$ cat src/rtl/core/oaf_pkg.sv
package oaf_pkg;

    // Field geometry
    localparam int VALUE_W   = 36;
    localparam int LEN_W     = 4;
    localparam int LAYOUT_W  = 3;
    localparam int CHAR_W    = 8;
    localparam int NUM_DIGITS = VALUE_W / 3;
    localparam int DEF_MAX_FIELD = 12;

    // Descriptor queue between front and back
    localparam int Q_DEPTH = 2;
    localparam int Q_PTR_W = $clog2(Q_DEPTH);
    localparam int Q_CNT_W = $clog2(Q_DEPTH + 1);

    // ASCII codes
    localparam logic [CHAR_W-1:0] CH_NUL   = 8'h00;
    localparam logic [CHAR_W-1:0] CH_SPACE = 8'h20;
    localparam logic [CHAR_W-1:0] CH_ZERO  = 8'h30;

    typedef enum logic [LAYOUT_W-1:0] {
        LAYOUT_RIGHT      = 3'd0,  // right-justified, space padded
        LAYOUT_SP_NUL     = 3'd1,  // digits, space, NUL
        LAYOUT_SP         = 3'd2,  // digits, space
        LAYOUT_NUL_SP     = 3'd3,  // digits, NUL, space
        LAYOUT_NUL        = 3'd4,  // digits, NUL
        LAYOUT_LEFT       = 3'd5,  // left-adjusted, NUL fill
        LAYOUT_ZERO_PAD   = 3'd6,  // right-justified, '0' padded
        LAYOUT_LEFT_ALT   = 3'd7   // same as LAYOUT_LEFT
    } t_layout;

    // One classified field, ready for character generation
    typedef struct packed {
        logic [VALUE_W-1:0] value;
        logic [LEN_W-1:0]   len;        // effective field length, >= 1
        logic [LEN_W-1:0]   anchor;     // positions below this hold digits or pad
        logic [LEN_W-1:0]   put;        // number of digits actually written
        logic [CHAR_W-1:0]  pad_char;
        logic [CHAR_W-1:0]  last_char;  // char at len-1 when past anchor
        logic [CHAR_W-1:0]  prev_char;  // char at len-2 when past anchor
        logic               ovf;
    } t_desc;

    function automatic logic [2:0] oct_digit(input logic [VALUE_W-1:0] v,
                                             input logic [LEN_W-1:0] k);
        logic [2:0] d;
        d = 3'd0;
        for (int i = 0; i < NUM_DIGITS; i++) begin
            if (k == LEN_W'(i)) begin
                d = v[3*i +: 3];
            end
        end
        return d;
    endfunction

endpackage

$ cat src/rtl/core/octal_ascii_field_formatter_unit.sv
// Octal ASCII field formatter. Each input transaction carries an unsigned
// 36-bit value, a field length and a layout code; the block answers with one
// output transaction per character of the field, first position first, with
// o_last on the final character and o_overflow on that same character when
// the digits (or trailers) did not fit. Layouts 0..4 right-justify the octal
// digits in spaces, 1..4 after reserving trailing space/NUL characters; 6 pads
// with '0'; 5 and 7 left-adjust and fill with NUL. When digits do not fit, the
// high digits are dropped. A length above MAX_FIELD is clipped to MAX_FIELD; a
// length of zero is accepted and produces nothing. Throughput: one character
// per clock on the output channel while the receiver does not stall, set by
// the back end's single-character output register; a field has 1 to 12
// characters by default. Fields follow each other back to back when the next
// one is already queued. The front end takes a new transaction every cycle
// while the 2-entry descriptor queue has room; the field being emitted stays
// in the queue until its last character, so input stalls only when one field
// is already waiting behind it. When idle, an accepted field is written into
// the descriptor queue and its first character then into the output register.
// No state survives between fields; reset only clears the control logic.
module octal_ascii_field_formatter_unit
    import oaf_pkg::*;
#(
    parameter int MAX_FIELD = DEF_MAX_FIELD
) (
    input  logic                i_clk,
    input  logic                i_rst_n,

    // input channel
    input  logic                i_valid,
    output logic                o_stall,
    input  logic [VALUE_W-1:0]  i_value,
    input  logic [LEN_W-1:0]    i_field_len,
    input  logic [LAYOUT_W-1:0] i_layout,

    // output channel
    output logic                o_valid,
    input  logic                i_stall,
    output logic [CHAR_W-1:0]   o_char_out,
    output logic                o_last,
    output logic                o_overflow
);

    t_desc front_desc;
    t_desc head_desc;
    logic  front_keep;
    logic  q_full;
    logic  q_nonempty;
    logic  q_pop;
    logic  q_push;

    // Classify: digit count, justification anchor, trailers, overflow.
    oaf_front #(
        .MAX_FIELD (MAX_FIELD)
    ) u_front (
        .i_value     (i_value),
        .i_field_len (i_field_len),
        .i_layout    (i_layout),
        .o_desc      (front_desc),
        .o_keep      (front_keep)
    );

    assign o_stall = q_full;
    // zero-length fields are consumed without queuing anything
    assign q_push  = i_valid && !q_full && front_keep;

    oaf_queue u_queue (
        .i_clk      (i_clk),
        .i_rst_n    (i_rst_n),
        .i_push     (q_push),
        .i_desc     (front_desc),
        .o_full     (q_full),
        .i_pop      (q_pop),
        .o_nonempty (q_nonempty),
        .o_desc     (head_desc)
    );

    // Walk the head descriptor one character per cycle while the receiver does not stall.
    oaf_back u_back (
        .i_clk        (i_clk),
        .i_rst_n      (i_rst_n),
        .i_head_valid (q_nonempty),
        .i_head       (head_desc),
        .o_pop        (q_pop),
        .o_valid      (o_valid),
        .i_stall      (i_stall),
        .o_char_out   (o_char_out),
        .o_last       (o_last),
        .o_overflow   (o_overflow)
    );

endmodule

$ cat src/rtl/core/oaf_front.sv
module oaf_front
    import oaf_pkg::*;
#(
    parameter int MAX_FIELD = DEF_MAX_FIELD
) (
    input  logic [VALUE_W-1:0]  i_value,
    input  logic [LEN_W-1:0]    i_field_len,
    input  logic [LAYOUT_W-1:0] i_layout,
    output t_desc               o_desc,
    output logic                o_keep
);

    logic [LEN_W-1:0]  len;
    logic [LEN_W-1:0]  nd;
    logic [LEN_W-1:0]  trail;
    logic [LEN_W-1:0]  region;
    logic [LEN_W-1:0]  anchor;
    logic              right;
    logic              left;
    logic [CHAR_W-1:0] last_char;
    logic [CHAR_W-1:0] prev_char;
    logic [CHAR_W-1:0] pad_char;
    t_layout           mode;

    assign mode = t_layout'(i_layout);

    // saturate length
    always_comb begin
        if (int'(i_field_len) > MAX_FIELD) begin
            len = LEN_W'(MAX_FIELD);
        end else begin
            len = i_field_len;
        end
    end

    assign o_keep = (len != '0);

    // digit count: highest nonzero octal digit, at least one
    always_comb begin
        nd = LEN_W'(1);
        for (int k = 1; k < NUM_DIGITS; k++) begin
            if ((i_value >> (3 * k)) != '0) begin
                nd = LEN_W'(k + 1);
            end
        end
    end

    always_comb begin
        trail     = '0;
        right     = 1'b0;
        left      = 1'b0;
        last_char = CH_NUL;
        prev_char = CH_NUL;
        pad_char  = CH_SPACE;
        unique case (mode)
            LAYOUT_RIGHT: begin
                right = 1'b1;
            end
            LAYOUT_SP_NUL: begin
                right = 1'b1;
                trail = LEN_W'(2);
                prev_char = CH_SPACE;
            end
            LAYOUT_SP: begin
                right = 1'b1;
                trail = LEN_W'(1);
                last_char = CH_SPACE;
            end
            LAYOUT_NUL_SP: begin
                right = 1'b1;
                trail = LEN_W'(2);
                last_char = CH_SPACE;
            end
            LAYOUT_NUL: begin
                right = 1'b1;
                trail = LEN_W'(1);
            end
            LAYOUT_ZERO_PAD: begin
                pad_char = CH_ZERO;
            end
            LAYOUT_LEFT, LAYOUT_LEFT_ALT: begin
                left = 1'b1;
            end
            default: begin
                left = 1'b1;
            end
        endcase
    end

    assign region = (trail > len) ? '0 : (len - trail);

    always_comb begin
        if (right) begin
            anchor = region;
        end else if (left && (nd <= len)) begin
            anchor = nd;
        end else begin
            anchor = len;
        end
    end

    assign o_desc.value     = i_value;
    assign o_desc.len       = len;
    assign o_desc.anchor    = anchor;
    assign o_desc.put       = (nd < anchor) ? nd : anchor;
    assign o_desc.pad_char  = pad_char;
    assign o_desc.last_char = last_char;
    assign o_desc.prev_char = prev_char;
    assign o_desc.ovf       = right ? ((trail > len) || (nd > region)) : (nd > len);

endmodule

$ cat src/rtl/core/oaf_queue.sv
module oaf_queue
    import oaf_pkg::*;
(
    input  logic  i_clk,
    input  logic  i_rst_n,
    input  logic  i_push,
    input  t_desc i_desc,
    output logic  o_full,
    input  logic  i_pop,
    output logic  o_nonempty,
    output t_desc o_desc
);

    t_desc               r_mem [Q_DEPTH];
    logic [Q_PTR_W-1:0]  r_wr_ptr, n_wr_ptr;
    logic [Q_PTR_W-1:0]  r_rd_ptr, n_rd_ptr;
    logic [Q_CNT_W-1:0]  r_count,  n_count;

    assign o_full     = (r_count == Q_CNT_W'(Q_DEPTH));
    assign o_nonempty = (r_count != '0);
    assign o_desc     = r_mem[r_rd_ptr];

    always_comb begin
        n_wr_ptr = r_wr_ptr;
        n_rd_ptr = r_rd_ptr;
        n_count  = r_count;
        if (i_push) begin
            n_wr_ptr = (r_wr_ptr == Q_PTR_W'(Q_DEPTH - 1)) ? '0 : r_wr_ptr + 1'b1;
        end
        if (i_pop) begin
            n_rd_ptr = (r_rd_ptr == Q_PTR_W'(Q_DEPTH - 1)) ? '0 : r_rd_ptr + 1'b1;
        end
        if (i_push && !i_pop) begin
            n_count = r_count + 1'b1;
        end else if (i_pop && !i_push) begin
            n_count = r_count - 1'b1;
        end
    end

    always_ff @(posedge i_clk) begin
        if (!i_rst_n) begin
            r_wr_ptr <= '0;
            r_rd_ptr <= '0;
            r_count  <= '0;
        end else begin
            r_wr_ptr <= n_wr_ptr;
            r_rd_ptr <= n_rd_ptr;
            r_count  <= n_count;
        end
    end

    always_ff @(posedge i_clk) begin
        if (i_push) begin
            r_mem[r_wr_ptr] <= i_desc;
        end
    end

    a_count_bound: assert property (@(posedge i_clk) disable iff (!i_rst_n)
        r_count <= Q_CNT_W'(Q_DEPTH))
        else $error("queue count above depth");

    a_no_overrun: assert property (@(posedge i_clk) disable iff (!i_rst_n)
        !(i_push && o_full && !i_pop))
        else $error("push into full queue");

    a_no_underrun: assert property (@(posedge i_clk) disable iff (!i_rst_n)
        !(i_pop && !o_nonempty))
        else $error("pop from empty queue");

endmodule

$ cat src/rtl/core/oaf_back.sv
module oaf_back
    import oaf_pkg::*;
(
    input  logic              i_clk,
    input  logic              i_rst_n,
    input  logic              i_head_valid,
    input  t_desc             i_head,
    output logic              o_pop,
    output logic              o_valid,
    input  logic              i_stall,
    output logic [CHAR_W-1:0] o_char_out,
    output logic              o_last,
    output logic              o_overflow
);

    logic               r_valid;
    logic [CHAR_W-1:0]  r_char;
    logic               r_last;
    logic               r_ovf;
    logic [LEN_W-1:0]   r_pos, n_pos;

    logic               adv;
    logic               fire;
    logic               is_last;
    logic               in_digits;
    logic [LEN_W-1:0]   k;
    logic [CHAR_W-1:0]  ch;

    assign adv       = !r_valid || !i_stall;
    assign fire      = adv && i_head_valid;
    assign is_last   = (r_pos == (i_head.len - LEN_W'(1)));
    assign in_digits = (r_pos < i_head.anchor);
    assign k         = i_head.anchor - LEN_W'(1) - r_pos;
    assign o_pop     = fire && is_last;
    assign n_pos     = is_last ? '0 : r_pos + LEN_W'(1);

    always_comb begin
        if (in_digits) begin
            if (k < i_head.put) begin
                ch = CH_ZERO + {5'd0, oct_digit(i_head.value, k)};
            end else begin
                ch = i_head.pad_char;
            end
        end else if (is_last) begin
            ch = i_head.last_char;
        end else begin
            ch = i_head.prev_char;
        end
    end

    always_ff @(posedge i_clk) begin
        if (!i_rst_n) begin
            r_valid <= 1'b0;
            r_pos   <= '0;
        end else if (fire) begin
            r_valid <= 1'b1;
            r_pos   <= n_pos;
        end else if (adv) begin
            r_valid <= 1'b0;
        end
    end

    always_ff @(posedge i_clk) begin
        if (fire) begin
            r_char <= ch;
            r_last <= is_last;
            r_ovf  <= is_last && i_head.ovf;
        end
    end

    assign o_valid    = r_valid;
    assign o_char_out = r_char;
    assign o_last     = r_last;
    assign o_overflow = r_ovf;

    a_ovf_on_last: assert property (@(posedge i_clk) disable iff (!i_rst_n)
        r_valid && r_ovf |-> r_last)
        else $error("overflow flagged on a non-final character");

    a_pos_in_field: assert property (@(posedge i_clk) disable iff (!i_rst_n)
        i_head_valid |-> (r_pos < i_head.len))
        else $error("character position beyond field length");

    a_pos_idle_zero: assert property (@(posedge i_clk) disable iff (!i_rst_n)
        !i_head_valid |-> (r_pos == '0))
        else $error("position counter not rewound between fields");

endmodule

$ cat config.mk
export PLATFORM = sky130hd
export DESIGN_NAME = octal_ascii_field_formatter_unit
export DESIGN_NICKNAME = d
export VERILOG_FILES = /design/src/rtl/core/oaf_pkg.sv /design/src/rtl/core/octal_ascii_field_formatter_unit.sv /design/src/rtl/core/oaf_front.sv /design/src/rtl/core/oaf_queue.sv /design/src/rtl/core/oaf_back.sv
export SDC_FILE = /design/constraint.sdc
export NUM_CORES = 1
export LEC_CHECK = 0
export BUFFER_PORTS_ARGS = -buffer_cell sky130_fd_sc_hd__buf_4
export CORE_AREA = 5 5 174 176
export CTS_CLUSTER_DIAMETER = 50
export DETAILED_ROUTE_END_ITERATION = 7
export DIE_AREA = 0 0 179 181
export PLACE_DENSITY = 0.44
export SYNTH_ARGS = -nofsm -noshare
export SYNTH_HDL_FRONTEND = slang
export SYNTH_HIERARCHICAL = 1
export SYNTH_SLANG_ARGS = --single-unit
$ cat constraint.sdc
create_clock -name i_clk -period 5.6 [get_ports i_clk]
set_clock_uncertainty 0.15 [all_clocks]
set_input_delay 1.12 -clock i_clk [delete_from_list [all_inputs] [get_ports i_clk]]
set_output_delay 1.12 -clock i_clk [all_outputs]
set_load 0.005 [all_outputs]
==> flow_metrics.tcl, run 1 <==
set metrics [dict create \
    io_pins 59 \
    grt_pass1_vias 4973 \
    cts_root_buf "clkbuf_16" \
    grt-ovfl-total 0 \
    finalHoldViolations 0 \
    area_growth_pct 13.4 \
    period_needed_ps 5230 \
    wirelength_um 17400 \
    core_area_um2 28500 \
    ctsHoldBuffers 0 \
    postLayoutCellArea_um2 9510 \
    syn_inst 615 \
    cts_setup_buffers 0 \
    vias_per_cell 4.52 \
    cts_resized 0 \
    use_met3_pct 2.07 \
    die_h_um 181 \
    synth_edf_count 156 \
    seq_area_frac_synth_pct 58.3 \
    synth_seq_cells 166 \
    power_density_nw_per_um2 413 \
    r2r.worst_path.cells 11 \
    design.die.area_um2 32400 \
    fmax_ghz 0.191 \
    setup_ws_ps 371 \
    ant_nets 0 \
    cts_tree "done" \
    cts.sinks 166 \
    p_leak_uw 0.00339 \
    ys_async_sr_fraction_pct 0 \
    cts_max_level 4 \
    top_usage_layer "met2" \
    track_usage_pct 10.8 \
    hold_path_class "register to register" \
    mappedNetlistArea_um2 8380 \
    finalSetupTns_ps 0 \
    max_cap_viol_count 0 \
    yosys_warnings 6 \
    gp_congestion 0.800 \
    use_met2_pct 17.8 \
    fin_nets 725 \
    postPlaceCellArea_um2 8920 \
    firstDrtPassIters 4 \
    slowest_delay_ps 470 \
    slew_headroom_pct 27.0 \
    num_rows 62 \
    start_kind "primary input" \
    tightest_slew_ps 1090 \
    path_cells "buf_4 > or3_1 > and2b_1 > nand2_1 > nor2_1 > nor2_1 > inv_1 > ha_1 > o21ai_0 > a21oi_1 > o31ai_1 > mux2_2 > o21ai_1 > ha_1 > a311o_1 > o41ai_1 > and2_4 > o22ai_1" \
    grt_setup_unrepaired "no" \
    hold-path-cell-count 2 \
    antenna_found_initial 0 \
    end_kind "register" \
    setup_violations 0 \
    clk_path_buf_depth 2 \
    grt_pass1_wl_um 27300 \
    ir_drop_mv 0.178 \
    cpMaxStageDelayCell "or3_1" \
    drv_slew 0 \
    grt_max_degree 74 \
    cp.required_ps 5590 \
    clkLatencyLatePin_ps 420 \
    cp_max_fo 4 \
    drcViolationCount 0 \
    drive_above_1_share_pct 30.9 \
    floorplan.initialDensity_pct 29.4 \
    fin_crit_sh_pct 93.4 \
    cts_buffers 17 \
    synth_ff_type "edfxtp_1" \
    dp_hpwl_um 12200 \
    crit_arrival_ps 5220 \
    status "complete, no violations" \
    criticalPathCategory "primary input to register" \
    dp_worst_setup_slack_ps 7.77 \
    wire_per_inst_um 16.6 \
    path_clk_slew_ps 70 \
    die_x_um 179 \
    vias 4732 \
    yosysUniqueCellTypes 65 \
    antenna_cells 0 \
    port_buffers 58 \
    drt_iter0_drc 198 \
    grt_use_met1_pct 14.6 \
    syn_area_per_cell_um2 13.6 \
]
==> sequential cells by signal, indices dropped and copies added (netlist names), named ones only <==
signal and count:
u_back/o_valid 1, u_queue/r_mem 146, u_back/o_last 1, u_back/r_pos 4
u_queue/r_count 2, u_queue/r_wr_ptr 1, u_back/o_overflow 1, u_back/o_char_out 8
u_queue/r_rd_ptr 1
==> routing by layer <==
layer	wire length, µm	vias to the layer above
li1	-	2280
met1	8390	2399
met2	8400	48
met3	434	5
met4	133	0
met5	0	-
==> placed cells by master (no fill, tap or decap), drive strengths merged, types with 5 or more instances in the layout <==
cell    netlist  routed
o21ai        28      28
nor3         17      17
nand2b        5       5
conb          2      21
ha           26      26
o22ai         6       6
edfxtp      156     156
a211oi        8       8
mux2         77      77
dfxtp        10      10
and2         11      11
a21oi        17      17
inv          30      37
nor2b         6       6
nand2        30      30
or3           5       5
xnor2         8       8
clkbuf        6      18
mux2i        15      15
a21boi        6       6
buf          70      73
nor2         18      18
==> cell type report <==
class,count,area [µm²]
Fill cell,2841,19000
Sequential cell,166,4890
Multi-Input combinational cell,362,2890
Timing Repair Buffer,73,548
Tap cell,384,480
Clock buffer,18,429
Clock inverter,14,163
Inverter,30,113
==> critical path, delay by kind of cell <==
| family | cells | cell delay (ps) |
|---|---|---|
| compound gates | 7 | 1680 |
| simple gates | 6 | 1200 |
| buf+inv | 2 | 260 |
| mux | 1 | 380 |
| fa+ha+maj | 2 | 580 |
==> cell families after synthesis <==
group                    after synthesis  share of synthesized area [%]
flip-flops                           166                           58.3
AND/OR/NAND/NOR                      117                           7.81
buffers and inverters                106                           8.20
multiplexers                          95                           12.9
AO/OA/AOI/OAI                         89                           6.85
adder cells (fa/ha/maj)               28                           4.36
XOR/XNOR                              12                           1.48
other                                  2                         0.0896
==> report_power, final <==
group	leakage (µW)	switching (µW)	internal, µW	total, µW
registers	0.00154	52.6	1580	1640
clock network	0.000289	499	671	1170
logic	0.00156	653	469	1120
==> synth_stat cells (all sizes together), types with 3 or more instances <==
cell type	count	share of area (%)
buf	70	6.6
nor4	3	0.40
dfxtp	10	2.4
nand2b	5	0.37
nor3b	3	0.33
xor2	4	0.64
clkbuf	6	0.27
a31oi	4	0.30
nand3	3	0.18
nand4	4	0.30
o21ai	28	1.8
nor2b	6	0.45
ha	26	3.9
o22ai	6	0.45
nor3	17	1.1
mux4	3	0.81
inv	30	1.3
a21o	3	0.27
mux2	77	10
xnor2	8	0.84
and2	11	0.88
and2b	4	0.40
o21a	4	0.36
nand2	30	1.3
a211oi	8	0.72
mux2i	15	1.8
or3	5	0.37
edfxtp	156	56
nor2	18	0.81
a21boi	6	0.54
a21oi	17	1.0
==> stage by stage <==
stage,std cells,power (µW),hold slack (ps),util [%]
floorplan,634,2460,311,-
global placement,1015,2790,327,31.3
detailed placement,1015,2810,358,31.3
CTS,1047,3990,368,33.4
global route,1047,4160,393,33.4
finish,1047,3930,358,33.4
==> path summary, 6_finish.rpt <==
kind	start	endpoint	slack [ps]
min reg2reg	u_queue/r_count[1]	u_queue/r_count[1]	360
min	u_queue/r_count[1]	u_queue/r_count[1]	360
max	i_value[25]	u_queue/r_mem[1][26]	370
max reg2reg	register	u_back/o_char_out[1]	1610
No activity file was read; power rests on OpenSTA's default activity.
==> run 2: changes to the inputs <==
--- a/config.mk
+++ b/config.mk
@@ -10,7 +10,6 @@
 export CTS_CLUSTER_DIAMETER = 50
 export DETAILED_ROUTE_END_ITERATION = 7
 export DIE_AREA = 0 0 179 181
-export PLACE_DENSITY = 0.44
 export SYNTH_ARGS = -nofsm -noshare
 export SYNTH_HDL_FRONTEND = slang
 export SYNTH_HIERARCHICAL = 1
==> flow_metrics.tcl, run 2 (synthesis gave the netlist of run 1 again) <==
set metrics [dict create \
    clk_path_buf_depth 2 \
    total_power_uw 3880 \
    wirelength_um 16300 \
    period_needed_ps 5070 \
    die_h_um 181 \
    slew_headroom_pct 25.2 \
    area_growth_pct 13.1 \
    ir_drop_mv 0.185 \
    cts_max_level 4 \
    drive_above_1_share_pct 31.0 \
    cts_tree "done" \
    drv_slew 0 \
    design.die.area_um2 32400 \
    p_leak_uw 0.00338 \
    use_met3_pct 2.82 \
    floorplan.initialDensity_pct 29.4 \
    io_pins 59 \
    p_comb_share_pct 28.7 \
    path_clk_slew_ps 60 \
    fin_crit_sh_pct 90.4 \
    fin_nets 723 \
    firstDrtPassIters 4 \
    die_x_um 179 \
    mostFrequentLayoutCell "edfxtp_1" \
    grt_setup_unrepaired "no" \
    finalSetupTns_ps 0 \
    drcViolationCount 0 \
    antenna_cells 0 \
    status "complete, no violations" \
    antenna_found_initial 0 \
    grt_max_degree 74 \
    grt-ovfl-total 0 \
    pwr-share-clk_pct 29.2 \
    cts.sinks 166 \
    track_usage_pct 10.5 \
    dp_hpwl_um 11300 \
    ant_nets 0 \
    grt_pass1_wl_um 26500 \
    postPlaceCellArea_um2 8900 \
    grt_pass1_vias 4755 \
    tightest_slew_ps 1120 \
    p_seq_share_pct 42.1 \
    cp.required_ps 5600 \
    hold_path_class "register to register" \
    start_kind "primary input" \
    p_sw_share_pct 30.0 \
    vias_per_cell 4.45 \
    cts_setup_buffers 0 \
    use_met2_pct 17.2 \
    postLayoutCellArea_um2 9480 \
    max_cap_viol_count 0 \
    core_area_um2 28500 \
    switching_power_uw 1160 \
    fill_cells 2797 \
    fmax_ghz 0.197 \
    clkLatencyLatePin_ps 420 \
    num_rows 62 \
    vias 4651 \
    drt_iter0_drc 254 \
    setup_violations 0 \
    cts_buffers 17 \
    regMostFlops "u_queue/r_mem" \
    cts_resized 0 \
    grt_use_met1_pct 13.8 \
    criticalPathCategory "primary input to register" \
    top_usage_layer "met2" \
    finalHoldViolations 0 \
    fin_util_pct 33.3 \
    gp_congestion 0.772 \
    largest_reg_flops 146 \
    internal_power_uw 2710 \
    power_density_nw_per_um2 409 \
    end_kind "register" \
    ctsHoldBuffers 0 \
    mostFrequentLayoutCells "156 x edfxtp_1, 77 x mux2_2, 71 x buf_4" \
    cts_root_buf "clkbuf_16" \
    port_buffers 58 \
    wire_per_inst_um 15.6 \
    cp_max_fo 5 \
    crit_arrival_ps 5070 \
]
## run 2: changes by cell type in the layout (fill, tap and decap cells not counted)
cell        change
clkbuf_1        -1
clkinv_4        -1
and2_2          -1
clkinv_2        +5
inv_6           -1
and2_4          +1
clkinvlp_4      +1
clkinv_1        -1
inv_8           -2
buf_4           -2
## run 2: critical path, stage by stage
cell and delay (ps):
buf_4 130, or4_4 540, o211ai_1 170, a31oi_1 110
o21ai_1 200, inv_1 80, ha_1 290, nand2b_1 80
a21oi_1 70, o31ai_1 280, mux2_2 380, o21ai_1 180
ha_1 300, a311o_1 390, o41ai_1 430, and2_4 240
o22ai_1 80
## run 2: power groups by stage
| stage | registers [µW] | logic (µW) | clock network [µW] |
|---|---|---|---|
| floorplan | 1660 | 798 | 0 |
| global placement | 1660 | 1130 | 0 |
| detailed placement | 1660 | 1130 | 0 |
| CTS | 1640 | 1140 | 1170 |
| global route | 1650 | 1250 | 1230 |
| finish | 1630 | 1110 | 1130 |
## run 2: cell type report
cell class / instances / area, µm² / share of cell area [%]
flip-flops and latches: 166 / 4890 / 51.5
multi-input cells: 362 / 2890 / 30.5
repair buffers: 71 / 533 / 5.62
well taps: 384 / 480 / 5.07
clock buffers: 17 / 425 / 4.49
clock inverters: 15 / 151 / 1.60
inverters: 30 / 113 / 1.19
## run 2: layer usage
metal	vias to the layer above	wire [µm]
li1	2277	-
met1	2287	7410
met2	76	8030
met3	11	671
met4	0	168
met5	-	0
## run 2: final timing paths
check	startpoint	end	slack [ps]	cells past startpoint
worst max-delay path	i_value[18]	u_queue/r_mem[1][27]	530	17
worst min-delay path	u_queue/r_count[1]	u_queue/r_count[1]	350	2
worst max register to register	register	u_back/o_char_out[1]	1320	14
worst min register to register	u_queue/r_count[1]	u_queue/r_count[1]	350	2
## run 2: metrics by stage
| stage | hold WS [ps] | setup slack [ps] | std cells |
|---|---|---|---|
| after floorplan | 311 | 446 | 634 |
| after global placement | 331 | 173 | 1013 |
| final | 349 | 535 | 1045 |
| after detailed placement | 351 | 148 | 1013 |
| after CTS | 359 | 598 | 1045 |
| after global routing | 392 | 189 | 1045 |
